## src/hw/rtl/smpq_pkg.sv

```systemverilog
// Shared types and constants for the stable min priority queue.
package smpq_pkg;

    localparam int CAPACITY   = 16;
    localparam int ELEM_WIDTH = 32;
    localparam int PRIO_WIDTH = 16;
    localparam int CNT_W      = $clog2(CAPACITY + 1);

    typedef enum logic [1:0] {
        OP_ENQ   = 2'd0,
        OP_DEQ   = 2'd1,
        OP_QUERY = 2'd2,
        OP_SPARE = 2'd3
    } op_t;

    typedef enum logic [1:0] {
        ERR_NONE  = 2'd0,
        ERR_FULL  = 2'd1,
        ERR_EMPTY = 2'd2
    } err_t;

    typedef struct packed {
        logic [ELEM_WIDTH-1:0] elem;
        logic [PRIO_WIDTH-1:0] prio;
    } entry_t;

    // Broadcast to every cell in the chain.
    typedef struct packed {
        logic   enq;
        logic   deq;
        entry_t ins;
    } cell_cmd_t;

endpackage

```

## src/hw/rtl/smpq_cell.sv

```systemverilog
// One slot of the sorted chain: holds one entry and trades it with its neighbors.
module smpq_cell
    import smpq_pkg::*;
(
    input  logic      clk,
    input  cell_cmd_t cmd,
    input  logic      occupied,
    input  logic      left_stay,
    input  entry_t    left_entry,
    input  entry_t    right_entry,
    output logic      stay,
    output entry_t    entry
);

    entry_t entry_reg;
    entry_t entry_next;

    // Keep this entry in place when it sorts at or ahead of the new one.
    assign stay  = occupied && (entry_reg.prio <= cmd.ins.prio);
    assign entry = entry_reg;

    always_comb
    begin
        entry_next = entry_reg;
        if (cmd.enq)
        begin
            if (!stay)
            begin
                entry_next = left_stay ? cmd.ins : left_entry;
            end
        end
        else if (cmd.deq)
        begin
            entry_next = right_entry;
        end
    end

    always_ff @(posedge clk)
    begin
        entry_reg <= entry_next;
    end

endmodule

```

## src/hw/rtl/stable_min_priority_queue_unit.sv

```systemverilog
// Top level of the stable min priority queue: cell chain, fill count and result register.
//
// Usage:
//   Input channel (in_valid / in_stall, fields op, elem, prio) carries one
//   operation per transaction: enqueue, dequeue front, or status query.
//   Output channel (out_valid / out_stall) returns exactly one result per
//   operation: front element and priority, count, empty/full flags, error.
//   Latency: the result is valid in the cycle after the input transaction.
//   Throughput: one operation per cycle unless the output stalls; every cell
//   of the chain compares its priority with the incoming one in parallel and
//   shifts in one step, so the chain itself never limits the rate.
//   Equal priorities leave in arrival order: a new entry goes behind every
//   stored entry whose priority is lower or equal.
//   Enqueue while full returns error 1, dequeue while empty returns error 2;
//   neither changes the stored state.
//   Reset empties the queue (count zero) and drops any pending result.
//   Stall: while a result waits with out_stall high, in_stall is raised and
//   the result holds; a new transaction is taken in the same cycle that the
//   pending result is taken.
module stable_min_priority_queue_unit
    import smpq_pkg::*;
(
    input  logic                  clk,
    input  logic                  rst_n,
    input  logic                  in_valid,
    output logic                  in_stall,
    input  logic [1:0]            op,
    input  logic [ELEM_WIDTH-1:0] elem,
    input  logic [PRIO_WIDTH-1:0] prio,
    output logic                  out_valid,
    input  logic                  out_stall,
    output logic [ELEM_WIDTH-1:0] front_elem,
    output logic [PRIO_WIDTH-1:0] front_prio,
    output logic [CNT_W-1:0]      count,
    output logic                  empty_res,
    output logic                  full_res,
    output logic [1:0]            error
);

    logic             accept;
    logic             is_empty;
    logic             is_full;
    op_t              op_in;
    cell_cmd_t        cmd;
    logic [CNT_W-1:0] count_reg;
    logic [CNT_W-1:0] count_next;
    logic             out_valid_reg;
    logic             out_valid_next;
    err_t             err_reg;
    err_t             err_next;
    logic             sorted_ok;

    logic   [CAPACITY-1:0] stay;
    entry_t                cell_entry [CAPACITY];

    assign in_stall = out_valid_reg && out_stall;
    assign accept   = in_valid && !in_stall;
    assign op_in    = op_t'(op);
    assign is_empty = (count_reg == '0);
    assign is_full  = (count_reg == CNT_W'(CAPACITY));

    // Gate the broadcast so that rejected operations leave the chain alone.
    always_comb
    begin
        cmd.enq      = accept && (op_in == OP_ENQ) && !is_full;
        cmd.deq      = accept && (op_in == OP_DEQ) && !is_empty;
        cmd.ins.elem = elem;
        cmd.ins.prio = prio;
    end

    genvar gi;
    generate
        for (gi = 0; gi < CAPACITY; gi++)
        begin : g_cell
            logic   occ;
            logic   l_stay;
            entry_t l_entry;
            entry_t r_entry;

            assign occ = (CNT_W'(gi) < count_reg);

            if (gi == 0)
            begin : g_head
                // Nothing ahead of the head: the new entry lands here if it moves.
                assign l_stay  = 1'b1;
                assign l_entry = '0;
            end
            else
            begin : g_body
                assign l_stay  = stay[gi-1];
                assign l_entry = cell_entry[gi-1];
            end

            if (gi == CAPACITY - 1)
            begin : g_tail
                assign r_entry = '0;
            end
            else
            begin : g_mid
                assign r_entry = cell_entry[gi+1];
            end

            smpq_cell u_cell (
                .clk         (clk),
                .cmd         (cmd),
                .occupied    (occ),
                .left_stay   (l_stay),
                .left_entry  (l_entry),
                .right_entry (r_entry),
                .stay        (stay[gi]),
                .entry       (cell_entry[gi])
            );
        end
    endgenerate

    always_comb
    begin
        count_next     = count_reg;
        err_next       = err_reg;
        out_valid_next = out_valid_reg && out_stall;
        if (accept)
        begin
            out_valid_next = 1'b1;
            err_next       = ERR_NONE;
            unique case (op_in)
                OP_ENQ:
                begin
                    if (is_full)
                        err_next = ERR_FULL;
                    else
                        count_next = count_reg + CNT_W'(1);
                end
                OP_DEQ:
                begin
                    if (is_empty)
                        err_next = ERR_EMPTY;
                    else
                        count_next = count_reg - CNT_W'(1);
                end
                OP_QUERY, OP_SPARE:
                begin
                    err_next = ERR_NONE;
                end
                default:
                begin
                    err_next = ERR_NONE;
                end
            endcase
        end
    end

    always_ff @(posedge clk or negedge rst_n)
    begin
        if (!rst_n)
        begin
            count_reg     <= '0;
            out_valid_reg <= 1'b0;
            err_reg       <= ERR_NONE;
        end
        else
        begin
            count_reg     <= count_next;
            out_valid_reg <= out_valid_next;
            err_reg       <= err_next;
        end
    end

    // Result fields read straight from the head cell and the count; both hold
    // while a result is stalled because no transaction is taken then.
    assign out_valid  = out_valid_reg;
    assign front_elem = is_empty ? '0 : cell_entry[0].elem;
    assign front_prio = is_empty ? '0 : cell_entry[0].prio;
    assign count      = count_reg;
    assign empty_res  = is_empty;
    assign full_res   = is_full;
    assign error      = err_reg;

    // Occupied cells stay in ascending priority order.
    always_comb
    begin
        sorted_ok = 1'b1;
        for (int k = 1; k < CAPACITY; k++)
        begin
            if ((CNT_W'(k) < count_reg) && (cell_entry[k-1].prio > cell_entry[k].prio))
                sorted_ok = 1'b0;
        end
    end

    a_count_bound: assert property (@(posedge clk) disable iff (!rst_n)
        count_reg <= CNT_W'(CAPACITY))
        else $error("fill count above capacity");

    a_sorted: assert property (@(posedge clk) disable iff (!rst_n)
        sorted_ok)
        else $error("stored priorities out of order");

    a_result_follows: assert property (@(posedge clk) disable iff (!rst_n)
        accept |=> out_valid_reg)
        else $error("accepted transaction produced no result");

    a_full_hold: assert property (@(posedge clk) disable iff (!rst_n)
        (accept && (op_in == OP_ENQ) && is_full) |=> (is_full && (err_reg == ERR_FULL)))
        else $error("enqueue while full changed state");

    a_empty_hold: assert property (@(posedge clk) disable iff (!rst_n)
        (accept && (op_in == OP_DEQ) && is_empty) |=> (is_empty && (err_reg == ERR_EMPTY)))
        else $error("dequeue while empty changed state");

endmodule
```

## config.mk

```make
export PLATFORM = sky130hd
export DESIGN_NAME = stable_min_priority_queue_unit
export DESIGN_NICKNAME = d
export VERILOG_FILES = /design/src/hw/rtl/smpq_pkg.sv /design/src/hw/rtl/smpq_cell.sv /design/src/hw/rtl/stable_min_priority_queue_unit.sv
export SDC_FILE = /design/constraint.sdc
export NUM_CORES = 2
export LEC_CHECK = 0
export ABC_AREA = 1
export BUFFER_PORTS_ARGS = -buffer_cell sky130_fd_sc_hd__buf_2
export CELL_PAD_IN_SITES_DETAIL_PLACEMENT = 1
export CELL_PAD_IN_SITES_GLOBAL_PLACEMENT = 2
export CORE_ASPECT_RATIO = 0.6
export CORE_UTILIZATION = 41
export CTS_BUF_LIST = sky130_fd_sc_hd__clkbuf_8 sky130_fd_sc_hd__clkbuf_16
export CTS_CLUSTER_DIAMETER = 30
export DETAILED_ROUTE_END_ITERATION = 10
export GPL_ROUTABILITY_DRIVEN = 0
export PLACE_DENSITY = 0.92
export SYNTH_ARGS = -nofsm -noshare
export SYNTH_HDL_FRONTEND = slang
export SYNTH_SLANG_ARGS = --single-unit
```

## constraint.sdc

```tcl
create_clock -name clk -period 10.8 [get_ports clk]
set_input_delay 1.62 -clock clk [delete_from_list [all_inputs] [get_ports clk]]
set_output_delay 1.62 -clock clk [all_outputs]
set_load 0.1 [all_outputs]
```

## Word level (Yosys, flattened, before mapping)

Index checks and enable logic that the tools add are counted.

| word-level totals | value |
|---|---|
| register bits | 776 |
| input port bits | 54 |
| output and inout bits | 59 |
| word-level logic and storage cells | 210 |

| cells by class | value |
|---|---|
| add/subtract/negate cells | 2 |
| order comparisons | 32 |
| equal/unequal tests | 22 |
| multiplexer cells | 72 |
| reduce and logical (&&, ||, !) cells | 47 |

Operators with widths:

| operator | count |
|---|---|
| 48-bit two-way mux | 63 |
| 16-bit less-or-equal comparator | 16 |
| 4-bit by 5-bit < comparator with 1-bit output (first input constant) | 8 |
| 2-bit != test (second input constant) | 18 |
| 32-bit two-way mux | 1 |
| 2-bit AND reduction | 16 |
| 1-bit logical AND | 22 |
| 3-bit by 5-bit < comparator with 1-bit output (first input constant) | 4 |
| 16-bit two-way mux | 1 |
| 1-bit by 5-bit < comparator with 1-bit output (first input constant) | 2 |
| 2-bit by 5-bit < comparator with 1-bit output (first input constant) | 2 |
| 5-bit two-way mux | 2 |
| 5-bit one-hot mux with 2 select lines | 1 |
| 2-bit one-hot mux with 3 select lines | 1 |
| 5-bit by 1-bit adder with 5-bit output (second input constant) | 1 |
| 5-bit == test (second input constant) | 1 |
| 5-bit logical NOT | 1 |
| 5-bit by 1-bit subtractor with 5-bit output (second input constant) | 1 |
| 2-bit == test (second input constant) | 2 |
| 4-bit AND reduction | 1 |
| 2-bit nonzero test | 2 |
| 1-bit logical NOT | 3 |
| 2-bit by 1-bit == test with 1-bit output (second input constant) | 1 |
| 2-bit logical NOT | 1 |
| other kinds (3) | 4 |

## Longest topological paths before layout

| logic depth | value |
|---|---|
| depth after elaboration | 7 |
| gate-level depth with buffers | 19 |
| depth with buffers taken out | 17 |

## Hierarchy

A second synthesis with hierarchy kept.

| second synthesis, totals | value |
|---|---|
| cells, all modules | 5630 |
| area total of the unflattened synthesis | 47819.6 um^2 |

By module, submodules not included:

| module | instances | cells an instance | area an instance (um^2) | sequential area each (um^2) |
|---|---|---|---|---|
| smpq_cell | 16 | 338 | 2917.8 | 1441.4 |
| stable_min_priority_queue_unit | 1 | 222 | 1134.8 | 200.2 |

## Least setup slack after synthesis

No wires, ideal clock.

| path | value |
|---|---|
| path type | input-to-reg |
| start | input port prio[1] |
| end | register g_cell[14].u_cell.entry_reg (netlist bit g_cell[14].u_cell.entry[0]), enable pin |
| library setup time | 0.520 ns |
| data arrival time | 6.364 ns |
| required time | 10.280 ns |
| slack | 3.916 ns |
| stages on the path | 15 |
| buffers on the path | 1 |
| cells stage by stage | inv_1 > ha_1 > inv_1 > o21bai_1 > nand2_1 > nand2_1 > nand2_1 > nand2_1 > nand2_1 > nand2_1 > nand2_1 > nand2_1 > buf_2 > inv_1 > o21ai_0 |

| on the way | value |
|---|---|
| word-level cells in the longest chain between the ends | 4 |

RTL lines:

| item | line | text |
|---|---|---|
| start: declaration | stable_min_priority_queue_unit.sv:29 | `input logic [PRIO_WIDTH-1:0] prio,` |
| 16-bit less-or-equal comparator | smpq_cell.sv:19 | `assign stay = occupied && (entry_reg.prio <= cmd.ins.prio);` |
| 1-bit logical AND | smpq_cell.sv:19 |  |
| 2-bit != test (no source line) | - |  |
| 2-bit AND reduction (no source line) | - |  |
| end signal: assignment | smpq_cell.sv:40 | `entry_reg <= entry_next;` |
| end: declaration | smpq_cell.sv:15 | `entry_t entry_reg;` |

Every way passes these cells.
A chain may end at the register's enable or synchronous reset.

## Worst setup path after layout

| path | value |
|---|---|
| start | input port out_stall |
| end | register g_cell[8].u_cell.entry_reg (netlist bit g_cell[8].u_cell.entry[30]), enable pin |

| on the way | value |
|---|---|
| word-level cells in the longest chain between the ends | 7 |
| elaborated cells on any way between the ends | 10 |
| classes of those cells | eq/ne: 1; reduce/logical: 9 |

RTL lines:

| item | line | text |
|---|---|---|
| start: declaration | stable_min_priority_queue_unit.sv:31 | `input logic out_stall,` |
| 1-bit logical AND (*) | stable_min_priority_queue_unit.sv:56 | `assign in_stall = out_valid_reg && out_stall;` |
| 1-bit logical NOT (*) | stable_min_priority_queue_unit.sv:57 | `assign accept = in_valid && !in_stall;` |
| 1-bit logical AND (*) | stable_min_priority_queue_unit.sv:57 |  |
| 1-bit logical AND, on equally long branches (2 in a row) | stable_min_priority_queue_unit.sv:65, stable_min_priority_queue_unit.sv:66 |  |
| 2-bit != test (no source line) / 2-bit nonzero test (equally long branches) | - |  |
| 2-bit AND reduction (no source line) (*) | - |  |
| end signal: assignment | smpq_cell.sv:40 |  |
| end: declaration | smpq_cell.sv:15 |  |

Mark *: on every way between the ends. The rest lies on a longest branch, timed or not.

==> report_table.html <==
<table>
<tr><th>Metric</th><th>Value</th></tr>
<tr><th colspan="2">Power and ir drop</th></tr>
<tr><td>Worst IR Drop VDD</td><td>0.155 mV</td></tr>
<tr><td>Total power density per cell area</td><td>218 nW/um2</td></tr>
<tr><td>Lkg Pwr</td><td>31.4 nW</td></tr>
<tr><th colspan="2">Clocking</th></tr>
<tr><td>Number of buffers added by the clock tree synthesis step</td><td>between 150 and 200</td></tr>
<tr><td>Clock transition time at the flip-flop clock pins of the worst setup and hold paths</td><td>60 ps</td></tr>
<tr><td>Maximum clock path buffer count</td><td>3</td></tr>
<tr><td>CTS Hold Buffers Added</td><td>0</td></tr>
<tr><td>Clock Sink Count</td><td>776</td></tr>
<tr><td>Clock latency reported for the late side of the worst-skew pair</td><td>760 ps</td></tr>
<tr><td>Post-CTS Repair Setup Buffers</td><td>0</td></tr>
<tr><td>Post-cts gate resize count</td><td>0</td></tr>
<tr><td>Master cell of the clock root buffer</td><td>clkbuf_16</td></tr>
<tr><td>Depth of the CTS H-tree</td><td>4</td></tr>
<tr><td>Clock tree from TritonCTS</td><td>built</td></tr>
<tr><th colspan="2">Worst setup path</th></tr>
<tr><td>Crit-path max cell delay</td><td>about 740 ps</td></tr>
<tr><td>Reg2Reg Capture Point</td><td>g_cell[8].u_cell.entry[30]</td></tr>
<tr><td>Setup Crit Path Kind</td><td>in2reg</td></tr>
<tr><td>Maximum fanout along the worst path</td><td>59</td></tr>
<tr><td>Data required time at the worst endpoint</td><td>11180 ps</td></tr>
<tr><td>R2r setup slk</td><td>5360 ps</td></tr>
<tr><td>Standard cell with the maximum stage delay on the critical path</td><td>nand2_2</td></tr>
<tr><td>Chain of cells forming the critical path</td><td>buf_2, nand2_1, inv_2, nor2_4, inv_2, nor3_2, nand2_8, inv_4, buf_4, nand2_2, nand2_2, buf_4</td></tr>
<tr><td>Total buffers and inverters traversed by the critical path</td><td>6</td></tr>
<tr><td>WP depth</td><td>12</td></tr>
<tr><td>Startpoint type of the worst setup path</td><td>primary input</td></tr>
<tr><td>Top Family by Delay on Critical Path</td><td>simple AND/OR/NAND/NOR gates</td></tr>
<tr><td>Endpoint type of the worst setup path</td><td>register</td></tr>
<tr><td>Reg-to-reg critical path startpoint</td><td>count[0]</td></tr>
<tr><td>Worst r2r path cells</td><td>11</td></tr>
<tr><td>Signal arrival time at the worst endpoint</td><td>approximately 6100 ps</td></tr>
<tr><th colspan="2">Drt</th></tr>
<tr><td>Detailed-route wire length</td><td>roughly 180 mm</td></tr>
<tr><td>Ratio of routed vias to standard cells</td><td>5.25</td></tr>
<tr><td>Antenna-violating nets left</td><td>0</td></tr>
<tr><td>Count of routing violations after the opening detailed-route iteration</td><td>4281</td></tr>
<tr><td>Residual DRC count</td><td>0</td></tr>
<tr><td>Drt wl/cell</td><td>between 20 and 25 um</td></tr>
<tr><td>Number of optimization iterations in the first detailed-route pass</td><td>5</td></tr>
<tr><td>Via count</td><td>42.7k</td></tr>
<tr><th colspan="2">Placed design</th></tr>
<tr><td>Setup WS pre-CTS</td><td>~4400 ps</td></tr>
<tr><td>Number of buffers added on ports</td><td>roughly 110</td></tr>
<tr><td>Area post-placement</td><td>approximately 49000 um2</td></tr>
<tr><td>Detailed Place HPWL</td><td>121 mm</td></tr>
<tr><td>Count of placed standard cells including taps</td><td>7848</td></tr>
<tr><th colspan="2">STA</th></tr>
<tr><td>Final-report max-slew violation count</td><td>0</td></tr>
<tr><td>Actual slew at the worst max-slew pin</td><td>roughly 1300 ps</td></tr>
<tr><td>Slew Limit Headroom</td><td>11.2%</td></tr>
<tr><td>Final TNS setup</td><td>0 ps</td></tr>
<tr><td>Final hold slack</td><td>513 ps</td></tr>
<tr><td>Timing-limited maximum frequency</td><td>roughly 170 MHz</td></tr>
<tr><td>Final Hold Fails</td><td>0</td></tr>
<tr><td>Setup repair after global routing missed its margin</td><td>false</td></tr>
<tr><td>Worst clock skew</td><td>approximately 31 ps</td></tr>
<tr><td>Final Critical Period</td><td>5730 ps</td></tr>
<tr><td>Total of endpoints with negative setup slack in the final report</td><td>0</td></tr>
<tr><td>Final worst setup slack</td><td>5070 ps</td></tr>
<tr><td>Part of the cycle the worst path needs</td><td>53.0%</td></tr>
<tr><th colspan="2">Global routing</th></tr>
<tr><td>Total gr overflow</td><td>0</td></tr>
<tr><td>Wire length of the first global-routing pass</td><td>between 200 and 300 mm</td></tr>
<tr><td>Antenna violations before repair</td><td>8</td></tr>
<tr><td>Number of global-route vias before repair</td><td>around 43k</td></tr>
<tr><td>Pin count of the biggest net entering global routing</td><td>196</td></tr>
<tr><td>Global Route Usage Sum</td><td>between 30 and 40%</td></tr>
<tr><th colspan="2">Synthesis</th></tr>
<tr><td>Largest area contributor in the synthesized netlist</td><td>edfxtp_1</td></tr>
<tr><td>Area of the mapped netlist</td><td>47800 um2</td></tr>
<tr><td>Share of synthesized area occupied by flip-flops and latches</td><td>48.6%</td></tr>
<tr><td>Top area cells in the synthesized netlist</td><td>edfxtp_1 (48%), nand2_1 (30%), ha_1 (6.8%)</td></tr>
<tr><td>Warnings from Yosys</td><td>0</td></tr>
<tr><td>Share of the synthesized area in the top cell type</td><td>48.2%</td></tr>
<tr><td>Top cells by count, synth</td><td>nand2_1 (3801), inv_1 (820), edfxtp_1 (768)</td></tr>
<tr><td>Most used flip-flop cell after synthesis</td><td>edfxtp_1</td></tr>
<tr><td>Number of flops mapped to enable cells by yosys</td><td>768</td></tr>
<tr><td>Number of distinct standard cells referenced by the synthesized netlist</td><td>31</td></tr>
<tr><td>Proportion of register bits with asynchronous set or reset after synthesis</td><td>1.03%</td></tr>
<tr><td>Register bit total from synthesis</td><td>776</td></tr>
<tr><td>Synthesized netlist net count</td><td>6780</td></tr>
<tr><td>Avg Inst Size Synth</td><td>7.39 um2</td></tr>
<tr><td>Most instantiated library cell after synthesis</td><td>nand2_1</td></tr>
<tr><td>Syn Inst Count</td><td>6467</td></tr>
<tr><th colspan="2">Cells and area</th></tr>
<tr><td>Net count of the finished layout</td><td>6801</td></tr>
<tr><td>Synth-to-Final Area Change</td><td>14.4%</td></tr>
<tr><td>Share of cells above drive strength 1</td><td>7.30%</td></tr>
<tr><td>Post-Layout Cell Count</td><td>8143</td></tr>
<tr><td>Post-route cell area</td><td>54700 um2</td></tr>
<tr><td>Flip-flop count of the largest register after layout</td><td>~770</td></tr>
<tr><th colspan="2">Floorplan</th></tr>
<tr><td># IOs</td><td>113</td></tr>
<tr><td>Starting Density</td><td>41.6%</td></tr>
<tr><td>Total die area</td><td>118000 um2</td></tr>
<tr><td>Die W</td><td>443 um</td></tr>
<tr><td>Cell Rows</td><td>96</td></tr>
<tr><td>Die height</td><td>267 um</td></tr>
<tr><td>Placeable core region</td><td>115000 um2</td></tr>
<tr><th colspan="2">Worst hold path</th></tr>
<tr><td>Startpoint of the tightest hold check path</td><td>g_cell[15].u_cell.entry[27]</td></tr>
<tr><td>Endpoint of the worst hold-timing path</td><td>g_cell[14].u_cell.entry[27]</td></tr>
<tr><td>Path class of the lowest-slack min-delay path</td><td>reg2reg</td></tr>
<tr><td>Hold Path Depth</td><td>2</td></tr>
<tr><th colspan="2">Status</th></tr>
<tr><td>Status</td><td>completed</td></tr>
<tr><th colspan="2">Flow run</th></tr>
<tr><td>Maximum capacitance violations</td><td>0</td></tr>
</table>
layer usage:
layer,GRT usage (%),wire length (um),vias up
met2,38.1,64200,1886
met1,48.3,91100,20700
met5,0,18,-
li1,-,-,20000
met3,9.75,21400,192
met4,7.52,3080,4
through the flow:
step                      total power [mW]  util [%]
final                                 12.0      47.6
after global placement                6.92      43.0
after floorplan                       5.99         -
after CTS                             11.9      47.6
after global routing                  12.4      47.6
after detailed placement              7.02      43.0
area by class of cell:
class                      count  area (um2)
fill                       14300       60200
sequential                   776       23300
multi-input combinational   4563       20200
clock buffer                 166        4150
inverter                     826        3100
tap                         1519        1900
clock inverter               124        1090
timing repair buffer         164         963
antenna                        5        12.5
worst max path at each step:
| stage | start | to | slack, ps |
|---|---|---|---|
| after floorplan | prio[1] | g_cell[14].u_cell.entry[0] | 3920 |
| after global placement | prio[15] | g_cell[9].u_cell.entry[35] | 4490 |
| after detailed placement | out_stall | g_cell[8].u_cell.entry[38] | 4430 |
| after CTS | out_stall | g_cell[8].u_cell.entry[30] | 5220 |
| after global routing | prio[15] | g_cell[9].u_cell.entry[9] | 4820 |
| final | out_stall | g_cell[8].u_cell.entry[30] | 5070 |
cell usage in the layout (no fill, tap or decap), types with 14 or more instances in the layout:
cell type  synthesis  final
a21o_1            14     14
a21oi_1          147    147
buf_2             86    112
buf_4             23     51
bufinv_16          0     18
clkbuf_16          0    166
clkinv_1           1     37
clkinv_2           0     24
edfxtp_1         768    768
ha_1             259    259
inv_1            820    841
nand2_1         3801   3771
nand2_2           46     69
nand3_1           79     78
nand4_1           21     21
nor2_1            89     89
nor3_1            15     15
o21ai_0           74     72
cells by family after synthesis:
logic type / after synthesis / synth area share (%)
XOR/XNOR: 5 / 0.0916
adder cells (fa/ha/maj): 259 / 6.78
AND/OR/NAND/NOR: 4055 / 32.5
buffers and inverters: 1128 / 9.34
AO/OA/AOI/OAI: 244 / 2.67
flip-flops: 776 / 48.6
tightest hold or removal path, stage by stage (launching register included):
cell      delay [ps]
edfxtp_1         310
nand2_1           50
nand2_1           50
power by group:
part	total, mW	internal (mW)	switching [mW]
logic	3.09	0.677	2.41
registers	3.98	3.75	0.227
clock network	4.89	3.18	1.70
Note: power is estimated with default switching activity, not from simulation.
